==> config.mk <==
export PLATFORM = sky130hd
export DESIGN_NAME = cpu_opcode_row_execute
export DESIGN_NICKNAME = d
export VERILOG_FILES = /design/src/hw/rtl/cor_pkg.sv /design/src/hw/rtl/cor_exec.sv /design/src/hw/rtl/cpu_opcode_row_execute.sv
export SDC_FILE = /design/constraint.sdc
export NUM_CORES = 1
export LEC_CHECK = 0
export ABC_AREA = 1
export BUFFER_PORTS_ARGS = -buffer_cell sky130_fd_sc_hd__buf_2
export CAP_MARGIN = 5
export CORE_MARGIN = 3
export CORE_UTILIZATION = 45
export CTS_CLUSTER_DIAMETER = 30
export DETAILED_ROUTE_END_ITERATION = 10
export RECOVER_POWER = 25
export SYNTH_ARGS = -nofsm -noshare
export SYNTH_HDL_FRONTEND = slang
export SYNTH_SLANG_ARGS = --single-unit
==> constraint.sdc <==
create_clock -name clk -period 7.08 [get_ports clk]
set_input_delay 0 -clock clk [delete_from_list [all_inputs] [get_ports clk]]
set_output_delay 0 -clock clk [all_outputs]
set_load 0.01 [all_outputs]
==> src/hw/rtl/cor_pkg.sv <==
// package: item, result and register-file types, opcode and cycle constants
package cor_pkg;

  // one instruction as it arrives
  typedef struct packed {
    logic [4:0] opcode;
    logic [7:0] imm_low;
    logic [7:0] imm_high;
    logic [7:0] read_data;
  } item_t;

  // what one instruction reports
  typedef struct packed {
    logic        write_enable;
    logic [15:0] write_address;
    logic [7:0]  write_data;
    logic [3:0]  cycle_count;
    logic        stop_request;
    logic [15:0] next_pc;
    logic [3:0]  flags_now;
  } result_t;

  // architectural registers touched by this opcode row
  typedef struct packed {
    logic [7:0]  accumulator;
    logic [7:0]  reg_dhigh;
    logic [7:0]  reg_elow;
    logic [7:0]  reg_hhigh;
    logic [7:0]  reg_llow;
    logic [3:0]  flag_bits;
    logic [15:0] prog_counter;
  } arch_t;

  // low nibble of the opcode
  localparam logic [3:0] OP_STOP     = 4'h0;
  localparam logic [3:0] OP_LD_DE_NN = 4'h1;
  localparam logic [3:0] OP_ST_DE_A  = 4'h2;
  localparam logic [3:0] OP_INC_DE   = 4'h3;
  localparam logic [3:0] OP_INC_D    = 4'h4;
  localparam logic [3:0] OP_DEC_D    = 4'h5;
  localparam logic [3:0] OP_LD_D_N   = 4'h6;
  localparam logic [3:0] OP_RLA      = 4'h7;
  localparam logic [3:0] OP_JR       = 4'h8;
  localparam logic [3:0] OP_ADD_HL   = 4'h9;
  localparam logic [3:0] OP_LD_A_DE  = 4'ha;
  localparam logic [3:0] OP_DEC_DE   = 4'hb;
  localparam logic [3:0] OP_INC_E    = 4'hc;
  localparam logic [3:0] OP_DEC_E    = 4'hd;
  localparam logic [3:0] OP_LD_E_N   = 4'he;
  localparam logic [3:0] OP_RRA      = 4'hf;

  // cycle counts
  localparam logic [3:0] CYC_4  = 4'd4;
  localparam logic [3:0] CYC_8  = 4'd8;
  localparam logic [3:0] CYC_12 = 4'd12;

  // flag bit positions
  localparam int FLAG_Z = 3;
  localparam int FLAG_N = 2;
  localparam int FLAG_H = 1;
  localparam int FLAG_C = 0;

  localparam logic [3:0] NIBBLE_ONES = 4'hf;

endpackage

==> src/hw/rtl/cor_exec.sv <==
// execute logic: next register values and result for one instruction
module cor_exec (
  input  cor_pkg::arch_t   cur,
  input  cor_pkg::item_t   item,
  output cor_pkg::arch_t   nxt,
  output cor_pkg::result_t res
);
  import cor_pkg::*;

  logic [3:0]  sel;
  logic [15:0] de;
  logic [15:0] hl;
  logic [16:0] hl_sum;
  logic [12:0] half_sum;
  logic [15:0] pc_base;
  logic [1:0]  len;
  logic [7:0]  inc_src;
  logic [7:0]  inc_res;
  logic [3:0]  inc_flags;
  logic [7:0]  dec_src;
  logic [7:0]  dec_res;
  logic [3:0]  dec_flags;
  logic        carry_in;

  assign sel      = item.opcode[3:0];
  assign de       = {cur.reg_dhigh, cur.reg_elow};
  assign hl       = {cur.reg_hhigh, cur.reg_llow};
  assign hl_sum   = {1'b0, hl} + {1'b0, de};
  assign half_sum = {1'b0, hl[11:0]} + {1'b0, de[11:0]};
  assign carry_in = cur.flag_bits[FLAG_C];

  // shared 8-bit increment / decrement for D or E (opcode bit 3 picks E)
  assign inc_src = sel[3] ? cur.reg_elow : cur.reg_dhigh;
  assign inc_res = inc_src + 8'd1;
  assign dec_src = inc_src;
  assign dec_res = dec_src - 8'd1;

  always_comb begin
    inc_flags         = '0;
    inc_flags[FLAG_Z] = (inc_res == 8'd0);
    inc_flags[FLAG_H] = (inc_src[3:0] == NIBBLE_ONES);
    inc_flags[FLAG_C] = carry_in;
    dec_flags         = '0;
    dec_flags[FLAG_Z] = (dec_res == 8'd0);
    dec_flags[FLAG_N] = 1'b1;
    dec_flags[FLAG_H] = (dec_src[3:0] == 4'h0);
    dec_flags[FLAG_C] = carry_in;
  end

  // instruction decode and register update
  always_comb begin
    nxt               = cur;
    pc_base           = cur.prog_counter;
    len               = 2'd1;
    res               = '0;
    res.cycle_count   = CYC_4;
    unique case (sel)
      OP_STOP: begin
        res.stop_request = 1'b1;
        len              = 2'd2;
      end
      OP_LD_DE_NN: begin
        nxt.reg_dhigh   = item.imm_high;
        nxt.reg_elow    = item.imm_low;
        len             = 2'd3;
        res.cycle_count = CYC_12;
      end
      OP_ST_DE_A: begin
        res.write_enable  = 1'b1;
        res.write_address = de;
        res.write_data    = cur.accumulator;
        res.cycle_count   = CYC_8;
      end
      OP_INC_DE: begin
        {nxt.reg_dhigh, nxt.reg_elow} = de + 16'd1;
        res.cycle_count               = CYC_8;
      end
      OP_DEC_DE: begin
        {nxt.reg_dhigh, nxt.reg_elow} = de - 16'd1;
        res.cycle_count               = CYC_8;
      end
      OP_INC_D: begin
        nxt.reg_dhigh = inc_res;
        nxt.flag_bits = inc_flags;
      end
      OP_DEC_D: begin
        nxt.reg_dhigh = dec_res;
        nxt.flag_bits = dec_flags;
      end
      OP_INC_E: begin
        nxt.reg_elow  = inc_res;
        nxt.flag_bits = inc_flags;
      end
      OP_DEC_E: begin
        nxt.reg_elow  = dec_res;
        nxt.flag_bits = dec_flags;
      end
      OP_LD_D_N: begin
        nxt.reg_dhigh   = item.imm_low;
        len             = 2'd2;
        res.cycle_count = CYC_8;
      end
      OP_LD_E_N: begin
        nxt.reg_elow    = item.imm_low;
        len             = 2'd2;
        res.cycle_count = CYC_8;
      end
      OP_RLA: begin
        nxt.accumulator         = {cur.accumulator[6:0], carry_in};
        nxt.flag_bits           = '0;
        nxt.flag_bits[FLAG_C]   = cur.accumulator[7];
      end
      OP_JR: begin
        // target is opcode address + 2 + signed offset
        pc_base         = cur.prog_counter + 16'd2 + {{8{item.imm_low[7]}}, item.imm_low};
        len             = 2'd0;
        res.cycle_count = CYC_12;
      end
      OP_ADD_HL: begin
        nxt.reg_hhigh         = hl_sum[15:8];
        nxt.reg_llow          = hl_sum[7:0];
        nxt.flag_bits         = '0;
        nxt.flag_bits[FLAG_Z] = cur.flag_bits[FLAG_Z];
        nxt.flag_bits[FLAG_H] = half_sum[12];
        nxt.flag_bits[FLAG_C] = hl_sum[16];
        res.cycle_count       = CYC_8;
      end
      OP_LD_A_DE: begin
        nxt.accumulator = item.read_data;
        res.cycle_count = CYC_8;
      end
      default: begin
        // rotate right through carry
        nxt.accumulator       = {carry_in, cur.accumulator[7:1]};
        nxt.flag_bits         = '0;
        nxt.flag_bits[FLAG_C] = cur.accumulator[0];
      end
    endcase
    nxt.prog_counter = pc_base + {14'd0, len};
    res.next_pc      = nxt.prog_counter;
    res.flags_now    = nxt.flag_bits;
  end

endmodule

==> src/hw/rtl/cpu_opcode_row_execute.sv <==
// top level: instruction register, execute step and result register
//
//   channel   direction  signals                           payload
//   item      in         item_valid / item_ready           item (item_t)
//   result    out        result_valid / result_ready       result (result_t)
//
// An instruction lands in the input register at its transfer and executes
// against the register file once the result register can take it, updating
// it as the result register loads: one instruction per cycle sustained while
// result_ready is high. Reset (rst, synchronous) clears the register file and
// both valid flags. A stalled result holds the instruction in the input
// register; a new one is still taken while that register is free.
module cpu_opcode_row_execute (
  input  logic             clk,
  input  logic             rst,
  input  logic             item_valid,
  output logic             item_ready,
  input  cor_pkg::item_t   item,
  output logic             result_valid,
  input  logic             result_ready,
  output cor_pkg::result_t result
);
  import cor_pkg::*;

  logic    held_valid;
  item_t   held;
  arch_t   arch;
  arch_t   arch_next;
  result_t exec_res;
  logic    exec_fire;

  assign exec_fire  = held_valid && (!result_valid || result_ready);
  assign item_ready = !held_valid || exec_fire;

  // input register
  always_ff @(posedge clk) begin
    if (rst) begin
      held_valid <= 1'b0;
    end else if (item_ready) begin
      held_valid <= item_valid;
    end
  end

  always_ff @(posedge clk) begin
    if (item_valid && item_ready) begin
      held <= item;
    end
  end

  cor_exec u_exec (
    .cur  (arch),
    .item (held),
    .nxt  (arch_next),
    .res  (exec_res)
  );

  // register file
  always_ff @(posedge clk) begin
    if (rst) begin
      arch <= '0;
    end else if (exec_fire) begin
      arch <= arch_next;
    end
  end

  // result register
  always_ff @(posedge clk) begin
    if (rst) begin
      result_valid <= 1'b0;
    end else if (exec_fire) begin
      result_valid <= 1'b1;
    end else if (result_ready) begin
      result_valid <= 1'b0;
    end
  end

  always_ff @(posedge clk) begin
    if (exec_fire) begin
      result <= exec_res;
    end
  end

endmodule
# Yosys cells after proc, flatten, opt, wreduce, memory -nomap -nowiden
# Cells that the tools add are included.
# totals
register_bits,140
in_bits,33
output_inout_bits,52
wordCells,82
# classes
add_sub_neg,9
n_eq_ne,15
n_mux,12
bitwise,1
reduce_logical,25
# op_table
op,n
8-bit case mux with 6 select lines,1
8-bit case mux with 5 select lines,1
"4-bit equality test, second input constant",8
25-bit 2-to-1 mux,1
8-bit case mux with 3 select lines,1
4-bit case mux with 5 select lines,1
16-bit by 16-bit adder with 17-bit output,1
"16-bit by 1-bit adder with 16-bit output, second input constant",1
16-bit adder,1
16-bit by 2-bit adder with 16-bit output,1
"16-bit by 2-bit adder with 16-bit output, second input constant",1
"4-bit by 3-bit equality test with 1-bit output, second input constant",4
8-bit logical NOT,2
16-bit 2-to-1 mux,1
"16-bit by 1-bit subtractor with 16-bit output, second input constant",1
12-bit by 12-bit adder with 13-bit output,1
13-bit OR reduction,1
9-bit OR reduction,1
"8-bit by 1-bit adder with 8-bit output, second input constant",1
"4-bit by 2-bit equality test with 1-bit output, second input constant",2
4-bit logical NOT,2
8-bit 2-to-1 mux,1
4-bit case mux with 2 select lines,1
2-bit AND reduction,4
14 further kinds,22

# Depth between registers and ports, before layout
# Gate-level depths: netlist of run 1.
# logic_depth
ltp_word,5
ltp_mapped,22

# Cells and area by module
# Synthesis of run 1 repeated with hierarchy kept, for this count alone.
# hier_totals
cells_unflattened,1431
area_unflattened_um2,10167.3
# by_module_without_submodules
module,n_inst,cells_each,area_each_um2
cpu_opcode_row_execute,1,485,5138.7
cor_exec,1,946,5028.6

# Worst setup path after synthesis of run 1
# No wires, ideal clock.
# synth_path
kind,reg2reg
startpoint,register held[24] (netlist bit)
endpoint,register result[15] (netlist bit) (data pin)
setup_time_ps,259
t_arrival_ps,2510
slack_ps,4311
path_stages_with_launch,16
path_buffers,2
synth_period_minus_slack_ps,2769
cell_sequence,edfxtp_1 nor2_4 inv_4 nor2_8 buf_4 buf_2 o21ai_0 ha_1 a21o_1 nand3_2 nor2_4 nand2_2 nor2_4 nand4_2 o21ai_1 nand2_1
# synth_lines
element,line_no,text
start: declaration,cpu_opcode_row_execute.sv:26,item_t held;
start signal: assignment,cpu_opcode_row_execute.sv:46,held <= item;
end signal: assignment,cpu_opcode_row_execute.sv:79,result <= exec_res;
end: declaration,cpu_opcode_row_execute.sv:21,output cor_pkg::result_t result

# Worst setup path after layout of run 1
# layout_path
startpoint,register held[27] (netlist bit)
endpoint,register arch[38] (netlist bit)
# layout_via
elab_chain_cells,4
# layout_rtl
element,line_no,text
branches (longest 4 deep; another with 8-bit by 1-bit subtractor with 8-bit output),n/a,
end signal: assignment,cpu_opcode_row_execute.sv:62,arch <= arch_next;
end: declaration,cpu_opcode_row_execute.sv:27,arch_t arch;
# Several ways; the timed one is not identified.
# A chain may end at the register's enable or synchronous reset.

==> tab_implementation.tex, run 1 <==
\begin{tabular}{lr}
\hline
Metric & Value \\
\hline
\multicolumn{2}{l}{\textbf{Outcome}} \\
Outcome & finished, final reports clean \\
\multicolumn{2}{l}{\textbf{Synthesis}} \\
Share of the yosys chip area belonging to registers & 0.395 \\
EDFF count, synth & 76 \\
Synthesized flop and latch total & 138 \\
Top cells by area, synth & edfxtp\_1 26\%, dfxtp\_1 14\%, nand2\_1 11\%, ha\_1 7.6\%, inv\_1 6.6\% \\
Post-synth top area share & 0.256 \\
Leading cell types by count after synthesis & 271 x nand2\_1, 156 x inv\_1, 146 x nor2\_1 \\
Yosys cell types & 53 \\
Average footprint of a synthesized cell & 7.53 sq um \\
Yosys warns & 0 \\
Number of instances in the synthesized netlist & 1186 \\
Post-synthesis instance area & 0.00892 sq mm \\
Async set-or-reset flop fraction in the synthesized netlist & 0 \\
Most frequent cell after synthesis & nand2\_1 \\
Cell taking the most area after synthesis & edfxtp\_1 \\
Primary flip-flop cell chosen by synthesis mapping & edfxtp\_1 \\
\multicolumn{2}{l}{\textbf{Floorplanning}} \\
Horizontal die dimension & 147 um \\
\# rows & 50 \\
Core region area & 0.0191 sq mm \\
Area of the die & 0.0216 sq mm \\
Boundary pin count & 85 \\
Die Y-Extent & 147 um \\
Initial Utilization & 0.468 \\
\multicolumn{2}{l}{\textbf{GRT}} \\
Global routing usage on met1 & 0.337 \\
Combined global-route utilization of all metal layers & 0.230 \\
Largest net degree at the start of global routing & 75 \\
Antenna violations before repair & 0 \\
Met2 global-route usage & 0.348 \\
Via count of the first global-routing pass & 7582 \\
First-pass GRT wire length & 39700 um \\
Gr busiest metal & met2 \\
Leftover overflow at the end of global routing & 0 \\
Met3 layer usage reported by global route & 0.0395 \\
\multicolumn{2}{l}{\textbf{Cells and area}} \\
Antenna Cells & 0 \\
Relative area change from synthesis to final layout & 16.5\% \\
Number of nets in the final layout & 1384 \\
Layout cells sized above 1 & 0.0888 \\
Design area & 0.0104 sq mm \\
\multicolumn{2}{l}{\textbf{Worst setup path}} \\
CP endpoint kind & flip-flop \\
Slowest cell on the critical path & edfxtp\_1 \\
CP delay by family, top & simple AND/OR/NAND/NOR gates \\
Worst path cell trace & nand2\_2, nor2\_1, inv\_1, nand4\_1, inv\_1, a31oi\_1, o2111ai\_1, o211ai\_1, a21oi\_1 \\
Cell seen most often among critical-path stages & inv\_1 \\
Required time of the critical path & 7370 ps \\
Register-to-register setup slack & 3660 ps \\
Critical path class & reg2reg \\
Maximum fanout along the worst path & 22 \\
Crit path buf inv count & 2 \\
Category of the worst setup path launch point & flip-flop \\
Signal arrival time at the worst endpoint & 3710 ps \\
Biggest cell delay along the critical path & 860 ps \\
\multicolumn{2}{l}{\textbf{Placement}} \\
Placed Instance Area & 0.00955 sq mm \\
GP Congestion & 0.956 \\
Count of input and output buffers & 81 \\
HPWL after detailed placement & 17800 um \\
\multicolumn{2}{l}{\textbf{Timing}} \\
Slew headroom & 0.368 \\
Max-slew violations & 0 \\
Unrepaired setup endpoints after global routing & no \\
Max frequency & 0.293 GHz \\
Clock skew after layout & 10.6 ps \\
Worst slew pin tran & 947 ps \\
Final period util & 0.483 \\
Final setup TNS & 0 ps \\
Hold Vio Cnt, Final & 0 \\
Clock period minus final worst setup slack & 3420 ps \\
Final setup violating endpoints & 0 \\
\multicolumn{2}{l}{\textbf{Route}} \\
Detailed-route wire length & 24600 um \\
Via density per instance & 5.24 \\
Residual antenna-violating net count after detailed routing & 0 \\
Average wire per cell in the routed design & 15.7 um \\
DRC errors left & 0 \\
Routed via count & 8211 \\
Detailed-routing iteration count for the pre-antenna-repair pass & 5 \\
DRC violation total after the first TritonRoute iteration & 745 \\
\multicolumn{2}{l}{\textbf{Clock network}} \\
TritonCTS clock tree & done \\
Total CTS buffers & 17 \\
Clk sinks & 138 \\
Buffers inserted during post-CTS setup optimization & 0 \\
Clock network latency to the later pin of the worst-skew pair & 430 ps \\
H-tree levels & 4 \\
Clock-pin slew reported for the worst setup and hold paths after clock tree synthesis & 70 ps \\
Clock root cell & clkbuf\_16 \\
Maximum buffer depth of the clock tree & 2 \\
\multicolumn{2}{l}{\textbf{Hold path}} \\
Hold crit path type & in2reg \\
\multicolumn{2}{l}{\textbf{Flow run}} \\
\# Max-Cap Violations & 0 \\
\multicolumn{2}{l}{\textbf{Pwr}} \\
Leakage power & 0.00467 uW \\
Total power density per cell area & 208 mW/mm\^{}2 \\
Peak VDD IR & 0.000171 V \\
\hline
\end{tabular}
## registers in the layout, indices dropped and copies added (netlist names)
signal,flops
arch,60
result,48
held,28
held_valid,1
result_valid,1
## report_power, final
part           total (uW)  leakage, uW  switching [uW]  internal [uW]
combinational         350      0.00315             230            120
sequential            918      0.00124            31.7            887
clock                 893     0.000278             395            498
## logic make-up (layout without fill, tap and decap cells)
group,Yosys count,in the layout,share of synthesized area
and+or+nand+nor,560,560,0.271
AOI/OAI and AO/OA,207,207,0.137
buffers and inverters,192,312,0.0843
DFF,138,138,0.395
adders and majority gates,57,57,0.0824
xor gates and xnor gates,31,31,0.0304
other,1,2,0.000420
## cell type report
type	instances	area (sq um)
fill	1860	8680
multi-input combinational	857	4650
sequential	138	3520
timing repair buffer	116	698
inverter	164	618
clock buffer	17	425
tap	260	325
clock inverter	15	156
## cell usage in the layout (no fill, tap or decap), types with 11 or more instances in the layout
cell type,instances
nand3_1,80
clkbuf_16,17
dfxtp_1,62
nor2_1,146
ha_1,54
nand4_1,16
buf_2,41
o21ai_0,63
inv_1,156
nand2_1,271
a21oi_1,73
edfxtp_1,76
xor2_1,27
dlygate4sd3_1,32
a221oi_1,17
clkbuf_1,40
o211ai_1,11
## metal layers
layer  wire, um  up-vias  part of all wire
met2      10600      254              0.43
met1      12000     3744              0.49
met4        424        0             0.017
met5          0        -                 0
li1           -     4179                 -
met3       1500       34             0.061
## per-stage QoR
step                hold WS (ps)  setup slack (ps)   util  power [uW]  instances
global route                 170              3370  0.545        2260       1567
CTS                          139              3710  0.548        2180       1567
floorplan                   98.9              4310      -        1170       1187
detailed placement           178              3720  0.500        1270       1503
global placement             176              3720  0.500        1270       1503
finish                       158              3660  0.545        2160       1567
## worst paths after layout
| path | startpoint | endpoint | cells past startpoint |
|---|---|---|---|
| min | rst | arch[48] | 3 |
| max reg2reg | held[27] | arch[38] | 9 |
| min reg2reg | arch[1] | arch[1] | 2 |
| max | held[27] | arch[38] | 9 |
## worst register-to-register path: cells and delay by family, from the launching register on
family,cells,cell delay [ps]
AO/OA/AOI/OAI,4,550
buffers and inverters,2,540
flip-flops,1,860
AND/OR/NAND/NOR,3,1320
## what timing repair did
item | in CTS | in global routing
setup endpoints to repair | 0 | 0
hold endpoints to repair | 30 | 0
gates resized for setup | 0 | 0
hold buffers | 32 | 0
No activity file was read; power rests on OpenSTA's default activity.
==> run 2, diff against run 1 <==
ABC_AREA = 0   (was 1)
clock period = 3.35 ns   (was 7.08 ns; I/O delays follow)
==> run 2 against run 1 <==
Compared with the run above:
- count of clock-buffer cells in the layout unchanged
- clock power increased by 120%
- sequential power increased by 110%
- combinational power increased by 85%
- critical path depth increased by 5
- largest cell class unchanged
==> tab_implementation.tex, run 2 <==
\begin{tabular}{lr}
\hline
Metric & Value \\
\hline
\multicolumn{2}{l}{\textbf{Synthesis}} \\
Post-synthesis xor/xnor area fraction & 0.0650 \\
Adder-cell share of the synthesized area & 0.0840 \\
Async set-or-reset flop fraction in the synthesized netlist & 0 \\
Post-synth top area share & 0.261 \\
Simple-Gate Fraction of Synth Area & 0.204 \\
Portion of netlist area occupied by mux cells & 0.0267 \\
Leading cell types by count after synthesis & 125 x nand2\_1, 85 x nor2\_1, 79 x a21oi\_1 \\
Synthesized flop and latch total & 138 \\
Compound-cell area share of the yosys netlist & 0.183 \\
Yosys cell types & 75 \\
Cell taking the most area after synthesis & edfxtp\_1 \\
Yosys warns & 0 \\
Share of the yosys chip area belonging to registers & 0.402 \\
Number of instances in the synthesized netlist & 967 \\
Average footprint of a synthesized cell & 9.06 sq um \\
Top cells by area, synth & edfxtp\_1 26\%, dfxtp\_1 14\%, ha\_1 7.7\%, nand2\_1 5.4\%, a21oi\_1 4.5\% \\
EDFF count, synth & 76 \\
Most frequent cell after synthesis & nand2\_1 \\
Combinational family with the most area after synthesis & simple AND/OR/NAND/NOR gates \\
Post-synthesis instance area & 0.00876 sq mm \\
Primary flip-flop cell chosen by synthesis mapping & edfxtp\_1 \\
\multicolumn{2}{l}{\textbf{GRT}} \\
Via count of the first global-routing pass & 7279 \\
Largest net degree at the start of global routing & 54 \\
First-pass GRT wire length & 38800 um \\
Global routing usage on met1 & 0.309 \\
Leftover overflow at the end of global routing & 0 \\
Met2 global-route usage & 0.363 \\
Gr busiest metal & met2 \\
Combined global-route utilization of all metal layers & 0.226 \\
Antenna violations before repair & 0 \\
Met3 layer usage reported by global route & 0.0420 \\
\multicolumn{2}{l}{\textbf{Cells and area}} \\
Post-route insts no fill & 1372 \\
Antenna Cells & 0 \\
Post-route core utilization & 0.563 \\
Layout cells sized above 1 & 0.144 \\
Regs by FF count & arch x60, result x48, held x28 \\
Commonest cells after routing, fill and taps aside & 125 x nand2\_1, 83 x nor2\_1, 78 x a21oi\_1, 76 x edfxtp\_1, 62 x dfxtp\_1 \\
Number of nets in the final layout & 1189 \\
Most common cell after layout, fill and taps aside & nand2\_1 \\
Relative area change from synthesis to final layout & 21.4\% \\
Reg with most FFs & arch \\
Flip-flop count of the largest register after layout & 60 \\
\multicolumn{2}{l}{\textbf{Timing}} \\
Worst slew pin tran & 692 ps \\
Fin worst setup slack & 189 ps \\
Final period util & 0.944 \\
Hold Vio Cnt, Final & 0 \\
Hold slack & 265 ps \\
Max-slew violations & 0 \\
Clock skew after layout & 20.3 ps \\
Final setup violating endpoints & 0 \\
Clock period minus final worst setup slack & 3160 ps \\
Max frequency & 0.316 GHz \\
Slew headroom & 0.536 \\
\multicolumn{2}{l}{\textbf{Hold path}} \\
Worst Hold Depth & 2 \\
Origin of the worst min-delay path & item[8] \\
Hold crit path type & in2reg \\
End of the worst hold path & held[8] \\
\multicolumn{2}{l}{\textbf{Placement}} \\
Placed cells & 1305 \\
Count of input and output buffers & 81 \\
HPWL after detailed placement & 17300 um \\
Worst slack after detailed placement & 42.8 ps \\
GP Congestion & 0.941 \\
\multicolumn{2}{l}{\textbf{Worst setup path}} \\
Maximum fanout along the worst path & 4 \\
Startpoint of the most critical register-to-register path & held[17] \\
Register-to-register setup slack & 190 ps \\
Launch point of the worst path & held[17] \\
Critical path class & reg2reg \\
Worst reg-to-reg path cell count & 14 \\
Endpoint of the worst register-to-register path & arch[13] \\
Category of the worst setup path launch point & flip-flop \\
Required time of the critical path & 3720 ps \\
CP endpoint kind & flip-flop \\
Signal arrival time at the worst endpoint & 3530 ps \\
\multicolumn{2}{l}{\textbf{Floorplanning}} \\
Core region area & 0.0189 sq mm \\
Boundary pin count & 85 \\
\# rows & 50 \\
Horizontal die dimension & 146 um \\
Die Y-Extent & 146 um \\
Area of the die & 0.0212 sq mm \\
Initial Utilization & 0.464 \\
\multicolumn{2}{l}{\textbf{Clock network}} \\
Clock network latency to the later pin of the worst-skew pair & 440 ps \\
TritonCTS clock tree & done \\
Total CTS buffers & 17 \\
Clk sinks & 138 \\
Clock-pin slew reported for the worst setup and hold paths after clock tree synthesis & 70 ps \\
Maximum buffer depth of the clock tree & 2 \\
H-tree levels & 4 \\
Clock root cell & clkbuf\_16 \\
\multicolumn{2}{l}{\textbf{Pwr}} \\
Peak VDD IR & 0.000371 V \\
Leakage power & 0.00425 uW \\
Total power density per cell area & 423 mW/mm\^{}2 \\
\multicolumn{2}{l}{\textbf{Route}} \\
Routed via count & 7696 \\
Residual antenna-violating net count after detailed routing & 0 \\
DRC errors left & 0 \\
Detailed-route wire length & 24300 um \\
Via density per instance & 5.61 \\
DRC violation total after the first TritonRoute iteration & 673 \\
Average wire per cell in the routed design & 17.7 um \\
Detailed-routing iteration count for the pre-antenna-repair pass & 5 \\
\multicolumn{2}{l}{\textbf{Flow run}} \\
\# Max-Cap Violations & 0 \\
\multicolumn{2}{l}{\textbf{Outcome}} \\
Outcome & finished, final reports clean \\
\hline
\end{tabular}
==> run 2: changes by cell type after synthesis, moves of 11 or more <==
cell	before	now
a211oi_1	1	12
a21o_1	1	14
a221oi_1	17	1
a22oi_1	1	13
and2_1	1	29
clkbuf_1	14	43
inv_1	156	14
mux2i_1	0	20
nand2_1	271	125
nand3_1	80	27
nor2_1	146	85
nor3_1	8	31
o21ai_0	63	29
xnor2_1	4	30
==> run 2: worst max-delay path by stage <==
stage	end	slack, ps	depth (start not counted)
after floorplan	arch[13]	20	13
after detailed placement	result[18]	40	14
after global placement	result[18]	70	14
final	arch[13]	190	14
after global routing	arch[10]	-20	14
after CTS	arch[13]	2	14
==> run 2: what timing repair did <==
| item | CTS | global route |
|---|---|---|
| endpoints found under the setup margin | 0 | 17 |
| setup buffers | 0 | 3 |
| hold endpoints to repair | 39 | 0 |
| hold buffers | 32 | 0 |
| resized for setup | 0 | 16 |
==> run 2: critical path, cell delays in order, from the launching register on <==
cell	delay (ps)
edfxtp_1	340
inv_1	40
ha_1	270
inv_1	40
ha_2	200
fa_2	410
buf_4	160
xor2_1	160
mux2i_1	130
nand3b_1	250
or2_4	310
a2111oi_4	350
xor2_1	210
nand2_1	90
a21oi_2	130
==> run 2: final cells by class <==
class | count | area [sq um]
timing repair buffer | 171 | 1110
sequential | 138 | 3520
multi-input combinational | 755 | 5010
clock inverter | 15 | 180
clock buffer | 17 | 425
tap | 260 | 325
fill | 1781 | 8260
inverter | 16 | 60.1
==> run 2: kinds of logic (layout without fill, tap and decap cells) <==
group | after synthesis | count (layout)
other | 1 | 2
AND/OR/NAND/NOR | 367 | 367
XOR/XNOR | 65 | 65
buffers and inverters | 75 | 219
adder cells (fa/ha/maj) | 57 | 57
multiplexers | 23 | 23
AO/OA/AOI/OAI | 241 | 241
flip-flops | 138 | 138
==> run 2: routing by layer <==
metal	part of all wire	up-vias
li1	-	3808
met1	0.46	3604
met2	0.47	244
met3	0.052	40
met4	0.020	0
met5	0	-
==> run 2: stage by stage <==
step,TNS (ps),total power (uW),cell area (sq um)
finish,0,4500,10600
global route,-29.5,4680,10600
CTS,0,4530,10600
detailed placement,0,2530,9670
global placement,0,2540,9670
floorplan,0,2330,8760
==> run 2: where the power goes <==
| group | leakage [uW] | total, uW | internal, uW | switching (uW) |
|---|---|---|---|---|
| clock network | 0.000292 | 1960 | 1130 | 832 |
| logic | 0.00272 | 646 | 257 | 390 |
| registers | 0.00123 | 1900 | 1850 | 41.8 |
==> run 3, diff against run 2 <==
clock period = 3.6 ns   (was 3.35 ns; I/O delays follow)
==> run 3 against run 2 <==
Compared with the run above:
- worst setup slack better by 74 ps
- die area did not move
- clock power down 5%
- global-route usage is 0.19 points higher
- first-iteration DRC count is 14% higher
- largest cell class unchanged
- highest routed layer unchanged
==> tab_implementation.tex, run 3 (synthesis gave the netlist of run 2 again) <==
\begin{tabular}{lr}
\hline
Metric & Value \\
\hline
\multicolumn{2}{l}{\textbf{Placement}} \\
Count of input and output buffers & 81 \\
Placed Instance Area & 0.00955 sq mm \\
HPWL after detailed placement & 17400 um \\
GP Congestion & 0.939 \\
Worst slack after detailed placement & 143 ps \\
\multicolumn{2}{l}{\textbf{Route}} \\
Average wire per cell in the routed design & 18.2 um \\
Residual antenna-violating net count after detailed routing & 0 \\
DRC errors left & 0 \\
Detailed-route wire length & 24600 um \\
DRC violation total after the first TritonRoute iteration & 769 \\
Via density per instance & 5.68 \\
Routed via count & 7687 \\
Detailed-routing iteration count for the pre-antenna-repair pass & 5 \\
\multicolumn{2}{l}{\textbf{Timing}} \\
Hold slack & 63.5 ps \\
Fin worst setup slack & 263 ps \\
Final setup TNS & 0 ps \\
Final period util & 0.927 \\
Hold Vio Cnt, Final & 0 \\
Clock skew after layout & 9.87 ps \\
Worst slew pin tran & 749 ps \\
Slew headroom & 0.497 \\
Max-slew violations & 0 \\
Final setup violating endpoints & 0 \\
Max frequency & 0.300 GHz \\
Unrepaired setup endpoints after global routing & no \\
Clock period minus final worst setup slack & 3340 ps \\
\multicolumn{2}{l}{\textbf{Clock network}} \\
Clock root cell & clkbuf\_16 \\
Clk sinks & 138 \\
TritonCTS clock tree & done \\
Clock-pin slew reported for the worst setup and hold paths after clock tree synthesis & 70 ps \\
H-tree levels & 4 \\
Total CTS buffers & 17 \\
Clock network latency to the later pin of the worst-skew pair & 430 ps \\
Maximum buffer depth of the clock tree & 2 \\
\multicolumn{2}{l}{\textbf{Cells and area}} \\
Post-route core utilization & 0.554 \\
Relative area change from synthesis to final layout & 19.5\% \\
Most common cell after layout, fill and taps aside & nand2\_1 \\
Antenna Cells & 0 \\
Filler instances & 1788 \\
Area of all sequential standard cells & 0.00352 sq mm \\
Total area of multi-input combinational cells & 0.00497 sq mm \\
Number of nets in the final layout & 1170 \\
Flip-flop count of the largest register after layout & 60 \\
Design area & 0.0105 sq mm \\
Commonest cells after routing, fill and taps aside & 125 x nand2\_1, 84 x nor2\_1, 79 x a21oi\_1, 76 x edfxtp\_1, 62 x dfxtp\_1 \\
Reg with most FFs & arch \\
Regs by FF count & arch x60, result x48, held x28 \\
Layout cells sized above 1 & 0.122 \\
\multicolumn{2}{l}{\textbf{Floorplanning}} \\
\# rows & 50 \\
Die Y-Extent & 146 um \\
Core region area & 0.0189 sq mm \\
Boundary pin count & 85 \\
Initial Utilization & 0.464 \\
Area of the die & 0.0212 sq mm \\
Horizontal die dimension & 146 um \\
\multicolumn{2}{l}{\textbf{GRT}} \\
Largest net degree at the start of global routing & 48 \\
Antenna violations before repair & 0 \\
Via count of the first global-routing pass & 7132 \\
First-pass GRT wire length & 38800 um \\
Leftover overflow at the end of global routing & 0 \\
Combined global-route utilization of all metal layers & 0.228 \\
\multicolumn{2}{l}{\textbf{Worst setup path}} \\
Category of the worst setup path launch point & flip-flop \\
Biggest cell delay along the critical path & 500 ps \\
Crit path buf inv count & 0 \\
Slowest cell on the critical path & edfxtp\_1 \\
Worst reg-to-reg path cell count & 11 \\
Signal arrival time at the worst endpoint & 3670 ps \\
Stages on the worst setup path & 11 \\
CP endpoint kind & flip-flop \\
Required time of the critical path & 3940 ps \\
Worst path cell trace & ha\_1, ha\_1, o211ai\_1, o211ai\_1, nand3\_1, or4\_1, nand3\_1, nor2b\_1, nand4b\_1, xor2\_2, a211oi\_1 \\
CP delay by family, top & simple AND/OR/NAND/NOR gates \\
Critical path class & reg2reg \\
Maximum fanout along the worst path & 4 \\
\multicolumn{2}{l}{\textbf{Pwr}} \\
Leakage power & 0.00415 uW \\
Total power density per cell area & 403 mW/mm\^{}2 \\
Peak VDD IR & 0.000305 V \\
\multicolumn{2}{l}{\textbf{Hold path}} \\
Hold crit path type & in2reg \\
Worst Hold Depth & 2 \\
\multicolumn{2}{l}{\textbf{Outcome}} \\
Outcome & finished, final reports clean \\
\multicolumn{2}{l}{\textbf{Flow run}} \\
\# Max-Cap Violations & 0 \\
\hline
\end{tabular}
[run 3: power breakdown]
part	switching [uW]	internal (uW)
sequential	43.6	1730
combinational	354	226
clock	744	1130
[run 3: metrics by stage]
step | std cells | total power, uW
CTS | 1352 | 4240
detailed placement | 1289 | 2350
finish | 1353 | 4220
global placement | 1289 | 2340
global route | 1353 | 4380
floorplan | 968 | 2170
[run 3: per-layer routing]
layer	vias to the layer above	global-route usage	part of all wire
met4	0	0.0527	0.010
met2	240	0.369	0.47
li1	3776	-	-
met3	20	0.0424	0.051
met5	-	0	0
met1	3651	0.319	0.47
[run 3: layout make-up]
class	instances	share of cell area
flip-flops and latches	138	0.337
clock inverters	13	0.0171
repair buffers	152	0.0919
well taps	260	0.0311
multi-input cells	755	0.475
inverters	16	0.00574
clock buffers	19	0.0423
[run 3: timing repair]
action                                  in CTS  in global routing
buffers inserted                             0                  1
hold endpoints to repair                    30                  0
endpoints found under the setup margin       0                 10
hold buffers                                31                  0
gates resized for setup                      0                  7
[run 3: worst register-to-register path, stage by stage, from the launching register on]
cell,delay [ps]
edfxtp_1,500
ha_1,340
ha_1,360
o211ai_1,150
o211ai_1,310
nand3_1,190
or4_1,500
nand3_1,130
nor2b_1,170
nand4b_1,190
xor2_2,190
a211oi_1,220
[run 3: path summary, 6_finish.rpt]
| path | start | to | slack, ps |
|---|---|---|---|
| setup / recovery | held[22] | arch[14] | 260 |
| hold reg to reg | arch[24] | arch[24] | 460 |
| hold / removal | rst | arch[30] | 60 |
| setup reg to reg | held[22] | arch[14] | 260 |
